$ cat config.mk
export PLATFORM = sky130hd
export DESIGN_NAME = eigenvalues_2x2_integer_top
export DESIGN_NICKNAME = d
export VERILOG_FILES = /design/src/rtl/core/eig2_pkg.sv /design/src/rtl/core/eig2_front.sv /design/src/rtl/core/eig2_sqrt_cell.sv /design/src/rtl/core/eig2_back.sv /design/src/rtl/core/eigenvalues_2x2_integer_top.sv
export SDC_FILE = /design/constraint.sdc
export NUM_CORES = 2
export LEC_CHECK = 0
export ABC_AREA = 1
export BUFFER_PORTS_ARGS = -buffer_cell sky130_fd_sc_hd__buf_2
export CAP_MARGIN = 20
export CORE_ASPECT_RATIO = 1.5
export CORE_UTILIZATION = 40
export DETAILED_ROUTE_END_ITERATION = 10
export HOLD_SLACK_MARGIN = 0.15
export SLEW_MARGIN = 20
export SYNTH_ARGS = -nofsm -noshare
export SYNTH_HDL_FRONTEND = slang
export SYNTH_SLANG_ARGS = --single-unit
$ cat constraint.sdc
create_clock -name clk -period 9.85 [get_ports clk]
set_input_delay 1.97 -clock clk [delete_from_list [all_inputs] [get_ports clk]]
set_output_delay 1.97 -clock clk [all_outputs]
set_load 0.1 [all_outputs]
$ cat src/rtl/core/eig2_pkg.sv
// eig2_pkg: widths, saturation limits and the square-root cell payload type
// shared by every module of the 2x2 integer eigenvalue block.
// no dependencies.
package eig2_pkg;

	localparam int ENTRY_BITS = 16;
	localparam int OUT_W      = 18;

	localparam int DIFF_W  = ENTRY_BITS + 1;
	localparam int TR_W    = ENTRY_BITS + 1;
	localparam int SQ_W    = 2 * DIFF_W;
	localparam int BC_W    = 2 * ENTRY_BITS;
	localparam int DISC_W  = 2 * ENTRY_BITS + 3;
	localparam int ROOT_W  = ENTRY_BITS + 1;
	localparam int RAD_W   = 2 * ROOT_W;
	localparam int REM_W   = ROOT_W + 1;
	localparam int NP_W    = ENTRY_BITS + 3;
	localparam int SAT_W   = (NP_W > OUT_W) ? NP_W : OUT_W;
	localparam int LATENCY = ROOT_W + 3;

	localparam logic signed [SAT_W-1:0] ROOT_MAX = SAT_W'((1 << (OUT_W - 1)) - 1);
	localparam logic signed [SAT_W-1:0] ROOT_MIN = SAT_W'(-(1 << (OUT_W - 1)));

	// what travels down the square-root chain, one transaction per cell
	typedef struct packed {
		logic [RAD_W-1:0]       rad;
		logic [REM_W-1:0]       rem;
		logic [ROOT_W-1:0]      root;
		logic signed [TR_W-1:0] tr;
		logic                   cplx;
	} sq_data_t;

endpackage

$ cat src/rtl/core/eig2_front.sv
// eig2_front: two pipeline stages forming the trace and the discriminant
// (a-d)^2 + 4bc, which equals trace^2 - 4*det. depends on eig2_pkg.
module eig2_front (
	input  logic                                   clk,
	input  logic                                   arst_n,
	input  logic                                   in_valid,
	input  logic signed [eig2_pkg::ENTRY_BITS-1:0] top_left,
	input  logic signed [eig2_pkg::ENTRY_BITS-1:0] top_right,
	input  logic signed [eig2_pkg::ENTRY_BITS-1:0] bottom_left,
	input  logic signed [eig2_pkg::ENTRY_BITS-1:0] bottom_right,
	output logic                                   out_valid,
	output eig2_pkg::sq_data_t                     out_data
);
	import eig2_pkg::*;

	logic signed [DIFF_W-1:0] diff;
	logic signed [TR_W-1:0]   sum;
	logic signed [SQ_W-1:0]   sq_s1;
	logic signed [BC_W-1:0]   bc_s1;
	logic signed [TR_W-1:0]   tr_s1;
	logic signed [TR_W-1:0]   tr_s2;
	logic                     valid_s1;
	logic                     valid_s2;
	logic [DISC_W-1:0]        disc;
	logic [RAD_W-1:0]         rad_s2;
	logic                     cplx_s2;

	assign diff = $signed({top_left[ENTRY_BITS-1], top_left})
		- $signed({bottom_right[ENTRY_BITS-1], bottom_right});
	assign sum  = $signed({top_left[ENTRY_BITS-1], top_left})
		+ $signed({bottom_right[ENTRY_BITS-1], bottom_right});

	always_ff @(posedge clk or negedge arst_n) begin
		if (!arst_n) begin
			valid_s1 <= 1'b0;
			valid_s2 <= 1'b0;
		end else begin
			valid_s1 <= in_valid;
			valid_s2 <= valid_s1;
		end
	end

	always_ff @(posedge clk) begin
		sq_s1 <= diff * diff;
		bc_s1 <= top_right * bottom_left;
		tr_s1 <= sum;
	end

	assign disc = {sq_s1[SQ_W-1], sq_s1} + {bc_s1[BC_W-1], bc_s1, 2'b00};

	always_ff @(posedge clk) begin
		tr_s2   <= tr_s1;
		cplx_s2 <= disc[DISC_W-1];
		// negative discriminant: root of zero keeps the chain harmless
		rad_s2  <= disc[DISC_W-1] ? '0 : disc[RAD_W-1:0];
	end

	assign out_valid     = valid_s2;
	assign out_data.rad  = rad_s2;
	assign out_data.rem  = '0;
	assign out_data.root = '0;
	assign out_data.tr   = tr_s2;
	assign out_data.cplx = cplx_s2;

endmodule

$ cat src/rtl/core/eig2_sqrt_cell.sv
// eig2_sqrt_cell: one restoring square-root step, settles one root bit and
// hands its partial remainder and root to the next cell. depends on eig2_pkg.
module eig2_sqrt_cell (
	input  logic               clk,
	input  logic               arst_n,
	input  logic               in_valid,
	input  eig2_pkg::sq_data_t in_data,
	output logic               out_valid,
	output eig2_pkg::sq_data_t out_data
);
	import eig2_pkg::*;

	logic [REM_W+1:0] rem_sh;
	logic [REM_W+1:0] trial;
	logic [REM_W+1:0] rem_sub;
	logic             ge;
	sq_data_t         nxt;
	sq_data_t         data_q;
	logic             valid_q;

	always_comb begin
		rem_sh   = {in_data.rem, in_data.rad[RAD_W-1 -: 2]};
		trial    = {1'b0, in_data.root, 2'b01};
		ge       = rem_sh >= trial;
		rem_sub  = rem_sh - trial;
		nxt      = in_data;
		nxt.rad  = {in_data.rad[RAD_W-3:0], 2'b00};
		nxt.rem  = ge ? rem_sub[REM_W-1:0] : rem_sh[REM_W-1:0];
		nxt.root = {in_data.root[ROOT_W-2:0], ge};
	end

	always_ff @(posedge clk or negedge arst_n) begin
		if (!arst_n) begin
			valid_q <= 1'b0;
		end else begin
			valid_q <= in_valid;
		end
	end

	always_ff @(posedge clk) begin
		data_q <= nxt;
	end

	assign out_valid = valid_q;
	assign out_data  = data_q;

endmodule

$ cat src/rtl/core/eig2_back.sv
// eig2_back: turns trace, integer root and remainder into the two truncated
// eigenvalues, saturates them and registers the result. depends on eig2_pkg.
module eig2_back (
	input  logic                              clk,
	input  logic                              arst_n,
	input  logic                              in_valid,
	input  eig2_pkg::sq_data_t                in_data,
	output logic                              done,
	output logic signed [eig2_pkg::OUT_W-1:0] larger_root,
	output logic signed [eig2_pkg::OUT_W-1:0] smaller_root,
	output logic                              complex_flag,
	output logic                              exact_flag
);
	import eig2_pkg::*;

	localparam logic signed [NP_W-1:0] ONE  = NP_W'(1);
	localparam logic signed [NP_W-1:0] ZERO = '0;

	function automatic logic [OUT_W-1:0] sat(input logic signed [NP_W-1:0] v);
		logic signed [SAT_W-1:0] w;
		w = SAT_W'(v);
		if (w > ROOT_MAX) begin
			w = ROOT_MAX;
		end else if (w < ROOT_MIN) begin
			w = ROOT_MIN;
		end
		return w[OUT_W-1:0];
	endfunction

	logic signed [NP_W-1:0]  tr_x;
	logic signed [NP_W-1:0]  s_x;
	logic signed [NP_W-1:0]  np;
	logic signed [NP_W-1:0]  nm;
	logic signed [NP_W-1:0]  big_h;
	logic signed [NP_W-1:0]  small_h;
	logic                    exact;
	logic                    neg_p;
	logic                    nonpos_m;
	logic                    done_q;
	logic                    cplx_q;
	logic                    exact_q;
	logic [OUT_W-1:0]        big_q;
	logic [OUT_W-1:0]        small_q;

	always_comb begin
		tr_x     = NP_W'(in_data.tr);
		s_x      = $signed({2'b00, in_data.root});
		np       = tr_x + s_x;
		nm       = tr_x - s_x;
		exact    = !in_data.cplx && (in_data.rem == '0);
		neg_p    = np[NP_W-1];
		nonpos_m = nm[NP_W-1] || (nm == ZERO);
		if (exact) begin
			// integer root: plain truncation toward zero
			big_h   = (np + (neg_p ? ONE : ZERO)) >>> 1;
			small_h = (nm + (nm[NP_W-1] ? ONE : ZERO)) >>> 1;
		end else begin
			// irrational root: true value lies strictly between integers
			big_h   = (np >>> 1) + (neg_p ? ONE : ZERO);
			small_h = ((nm - ONE) >>> 1) + (nonpos_m ? ONE : ZERO);
		end
	end

	always_ff @(posedge clk or negedge arst_n) begin
		if (!arst_n) begin
			done_q <= 1'b0;
		end else begin
			done_q <= in_valid;
		end
	end

	always_ff @(posedge clk) begin
		cplx_q  <= in_data.cplx;
		exact_q <= exact;
		big_q   <= in_data.cplx ? '0 : sat(big_h);
		small_q <= in_data.cplx ? '0 : sat(small_h);
	end

	assign done         = done_q;
	assign larger_root  = $signed(big_q);
	assign smaller_root = $signed(small_q);
	assign complex_flag = cplx_q;
	assign exact_flag   = exact_q;

endmodule

$ cat src/rtl/core/eigenvalues_2x2_integer_top.sv
// Eigenvalues of a 2x2 signed integer matrix. A matrix is taken on every
// clock edge where start is high and busy is low. busy is high while reset
// is applied and stays high until the first clock edge after reset is
// released, so one matrix per cycle can stream in. Each result appears on
// the result ports, marked by done, for exactly one cycle. Each matrix
// passes the pipeline in order: two stages form the discriminant, one cell
// per root bit works out the integer square root, and a last stage rounds
// and saturates.
// Results come out in the order the matrices went in; the receiver cannot
// stall them, so it must take each one in the cycle that done is high.
// A negative discriminant gives complex_flag with both roots zero.
// depends on eig2_pkg, eig2_front, eig2_sqrt_cell and eig2_back.
module eigenvalues_2x2_integer_top (
	input  logic                                   clk,
	input  logic                                   arst_n,
	input  logic                                   start,
	output logic                                   busy,
	input  logic signed [eig2_pkg::ENTRY_BITS-1:0] top_left,
	input  logic signed [eig2_pkg::ENTRY_BITS-1:0] top_right,
	input  logic signed [eig2_pkg::ENTRY_BITS-1:0] bottom_left,
	input  logic signed [eig2_pkg::ENTRY_BITS-1:0] bottom_right,
	output logic                                   done,
	output logic signed [eig2_pkg::OUT_W-1:0]      larger_root,
	output logic signed [eig2_pkg::OUT_W-1:0]      smaller_root,
	output logic                                   complex_flag,
	output logic                                   exact_flag
);
	import eig2_pkg::*;

	logic     busy_q;
	logic     cell_valid [ROOT_W+1];
	sq_data_t cell_data  [ROOT_W+1];

	always_ff @(posedge clk or negedge arst_n) begin
		if (!arst_n) begin
			busy_q <= 1'b1;
		end else begin
			busy_q <= 1'b0;
		end
	end

	assign busy = busy_q;

	eig2_front u_front (
		.clk          (clk),
		.arst_n       (arst_n),
		.in_valid     (start && !busy_q),
		.top_left     (top_left),
		.top_right    (top_right),
		.bottom_left  (bottom_left),
		.bottom_right (bottom_right),
		.out_valid    (cell_valid[0]),
		.out_data     (cell_data[0])
	);

	for (genvar i = 0; i < ROOT_W; i++) begin : g_cell
		eig2_sqrt_cell u_cell (
			.clk       (clk),
			.arst_n    (arst_n),
			.in_valid  (cell_valid[i]),
			.in_data   (cell_data[i]),
			.out_valid (cell_valid[i+1]),
			.out_data  (cell_data[i+1])
		);
	end

	eig2_back u_back (
		.clk          (clk),
		.arst_n       (arst_n),
		.in_valid     (cell_valid[ROOT_W]),
		.in_data      (cell_data[ROOT_W]),
		.done         (done),
		.larger_root  (larger_root),
		.smaller_root (smaller_root),
		.complex_flag (complex_flag),
		.exact_flag   (exact_flag)
	);

endmodule

==> impl.org <==
** Outcome
- Result of the run :: complete, no violations

** Clock network
- TritonCTS created around 110 clock buffers.
- CTS tree :: built
- Bufs on Longest Clock Path :: 3
- Source-to-sink clock delay at the later pin of the worst-skew pair :: between 0.7 and 0.8 ns
- CTS built an H-tree with a depth of 3.
- After clock tree synthesis, the clock-pin slew on the worst setup and hold paths is ~0.07 ns.
- After clock tree synthesis, the flow added hold-fix buffers numbering 0.
- Post-CTS sizing :: 0
- CTS saw around 1,200 sinks.
- Number of post-CTS setup repair buffers :: 0
- Clock tree synthesis selected as its root buffer the cell sky130_fd_sc_hd__clkbuf_16.

** Global route
- GR Util All Layers :: 0.189
- Entering global routing, the biggest net connects 35 pins.
- Number of global-route vias before repair :: about 46,000
- The total overflow left after global routing is 0.
- Wire length of the first global-routing pass :: 236,000 um
- The initial antenna violation count came to 21.

** Synth
- For this run, the leading register cell type out of synthesis is sky130_fd_sc_hd__dfxtp_1.
- After synthesis, the netlist uses 77 different library cells.
- Mean instance size in the synthesized netlist :: 9.05 sq um
- Number of standard cells after synthesis :: between 6,000 and 7,000
- Ys async rst share :: 0.0176
- Sequential element share of the synthesized area :: 0.383
- FF+latch count, synth :: 1,192
- The synthesized design contains 0 enable-type register cells.
- The synthesized netlist occupies a cell area of 62,600 sq um.
- Yosys printed 0 warnings.

** Floorplan
- The floorplan has about 180 rows.
- Floorplan die area :: roughly 160,000 sq um
- Core region area :: between 150,000 and 200,000 sq um
- The die is around 490 um tall.
- Initial standard-cell utilization of the core :: 0.403
- Total I/O pin count :: between 100 and 150
- Die span in x :: 325 um

** Drt
- Via density per instance :: 4.76
- In the routed design, unresolved DRC markers number 0.
- The detail route stage leaves a number of antenna-violating nets equal to 0.
- Via count :: approximately 44,000
- Wire per inst :: roughly 16 um
- The first detailed-routing pass took 6 iterations.
- Wires add up to approximately 150,000 um.
- Starting DRC count in detailed routing :: 1,873

** Setup path
- Critical path's largest stage delay :: around 0.55 ns
- Critical path's top delay family :: adder cells
- Of all nets on the critical path, the largest fanout is 12.
- Crit path max-delay cell type :: sky130_fd_sc_hd__fa_1
- Crit path buf inv count :: 8
- Cell with the most instances on the worst path :: sky130_fd_sc_hd__nand2_1
- CP arrival :: ~9.5 ns
- Endpoint class of the critical path :: flop
- Type of origin of the critical path :: input port
- Required time at the endpoint of the critical path :: approximately 10 ns
- Critical path class :: input port to flop
- The most critical setup path has its startpoint at top_left[0].
- Critical R2R Launch :: g_cell[16].u_cell.out_data[1]

** Timing
- Number of failing hold endpoints at the final stage :: 0
- Post-route minimum period :: between 8 and 9 ns
- Highest clock frequency the design can meet :: about 110 MHz
- Setup total negative slack on the finished layout was measured at 0 ns.
- Setup repair after global routing left no endpoint under its margin.
- Portion of the clock cycle consumed by the worst path in the final layout :: 0.904
- Rel. slew slack :: 0.309
- Post-route clock skew :: approximately 0.043 ns
- Total of endpoints with negative setup slack in the final report :: 0
- For the pin with the worst max-slew slack, the measured transition is ~1.0 ns.
- Final worst hold slack :: slightly below 0.3 ns
- The final count of pins violating max slew is 0.

** Finish
- Commonest non-fill, non-tap cells in the layout :: sky130_fd_sc_hd__inv_1, sky130_fd_sc_hd__nand2_1, sky130_fd_sc_hd__dfxtp_1, sky130_fd_sc_hd__fa_1, sky130_fd_sc_hd__nor2_1
- The library cell used most frequently in the layout, excluding fill and tap cells, is sky130_fd_sc_hd__inv_1.
- At the end of the flow, the number of nets in the layout was 8,106.
- At the end of the flow the core is filled with cells to 0.446.
- Fraction of final layout cells sized beyond drive strength 1 :: 0.0641
- Synth-to-layout area growth :: 10.6%

** Placement
- The congestion estimate from routability-driven global placement came to between 0.9 and 1.
- Count of buffers from port buffering :: approximately 110
- Half-perimeter wire length after detailed placement :: between 100,000 and 150,000 um

** Hold path
- Hold path startpoint :: g_cell[1].u_cell.out_data[79]
- In this run the worst hold path is classified as flop to flop.

** Run
- The tool flagged a number of max-cap violations equal to 0.
## metal layers
metal / part of all wire / global-route usage / up-vias
met5: 0.000088 / 0 / -
met4: 0.066 / 0.112 / 2
met3: 0.029 / 0.0218 / 413
met2: 0.56 / 0.380 / 821
met1: 0.35 / 0.182 / 21000
li1: - / - / 21600
## final cells by class
cell class	count	area, sq um
Clock buffer	147	3020
Sequential cell	1192	24000
Fill cell	14900	86100
Clock inverter	48	599
Timing Repair Buffer	155	898
Antenna cell	7	17.5
Tap cell	2058	2570
Inverter	1311	4930
Multi-Input combinational cell	4290	33200
## final timing paths
path | slack [ns] | endpoint | cells past startpoint
max reg2reg | 4.76 | u_back.smaller_root[0] | 27
max | 0.94 | u_front.sq_s1[31] | 39
min in group asynchronous | 1.23 | g_cell[13].u_cell.out_valid | 1
max in group asynchronous | 8.28 | busy | 1
min | 0.29 | g_cell[2].u_cell.out_data[81] | 0
min reg2reg | 0.29 | g_cell[2].u_cell.out_data[81] | 0
## through the flow
step	cell area, sq um	setup WS (ns)	std cells
global placement	65500	0.289	9006
finish	69200	0.943	9208
CTS	69200	0.995	9201
detailed placement	65500	0.242	9006
floorplan	62600	0.685	6917
global route	69200	0.462	9207
## synth_stat cells, drive strengths merged (3+ instances only)
library cell	number	area (sq um)
fa	537	10800
xnor2	144	1260
nand3b	10	75.1
or2	31	194
o21a	5	37.5
a21o	20	150
nor3b	4	30.0
buf	25	145
nor4	42	263
a21boi	9	75.1
a31oi	28	175
nand4	56	369
clkbuf	99	373
clkinv	6	22.5
nor2	504	1970
o21bai	16	120
a221oi	5	43.8
nor3	56	285
dfrtp	20	500
nand3	215	1180
and2	6	37.5
xor2	239	2110
inv	1305	4900
dfxtp	1171	23400
a221o	3	30.0
o211ai	20	150
nand2	1208	4660
a211oi	7	52.6
o31ai	15	118
o21ai	291	1460
a21oi	344	1740
ha	446	5580
## cell families after synthesis
group / count (synthesis) / synth area share
compound gates: 781 / 0.0691
xor+xnor: 383 / 0.0538
fa+ha+maj: 983 / 0.261
buf+inv: 1435 / 0.0870
flops: 1192 / 0.383
mux: 1 / 0.000160
other cells: 1 / 0.0000599
simple gates: 2140 / 0.146
## state kept, by name, summed over array words and instances (netlist names), 16 cells and up
signal                   count
g_cell.u_cell.out_data    1001
u_front.rad_s2              33
u_front.sq_s1               33
u_front.bc_s1               32
u_back.larger_root          18
u_back.smaller_root         18
g_cell.u_cell.out_valid     17
u_front.tr_s2               17
u_front.tr_s1               16
Power is left out: the tool's default activity adds up to more than one toggle a clock period on the data nets, which glitch-free logic cannot reach.
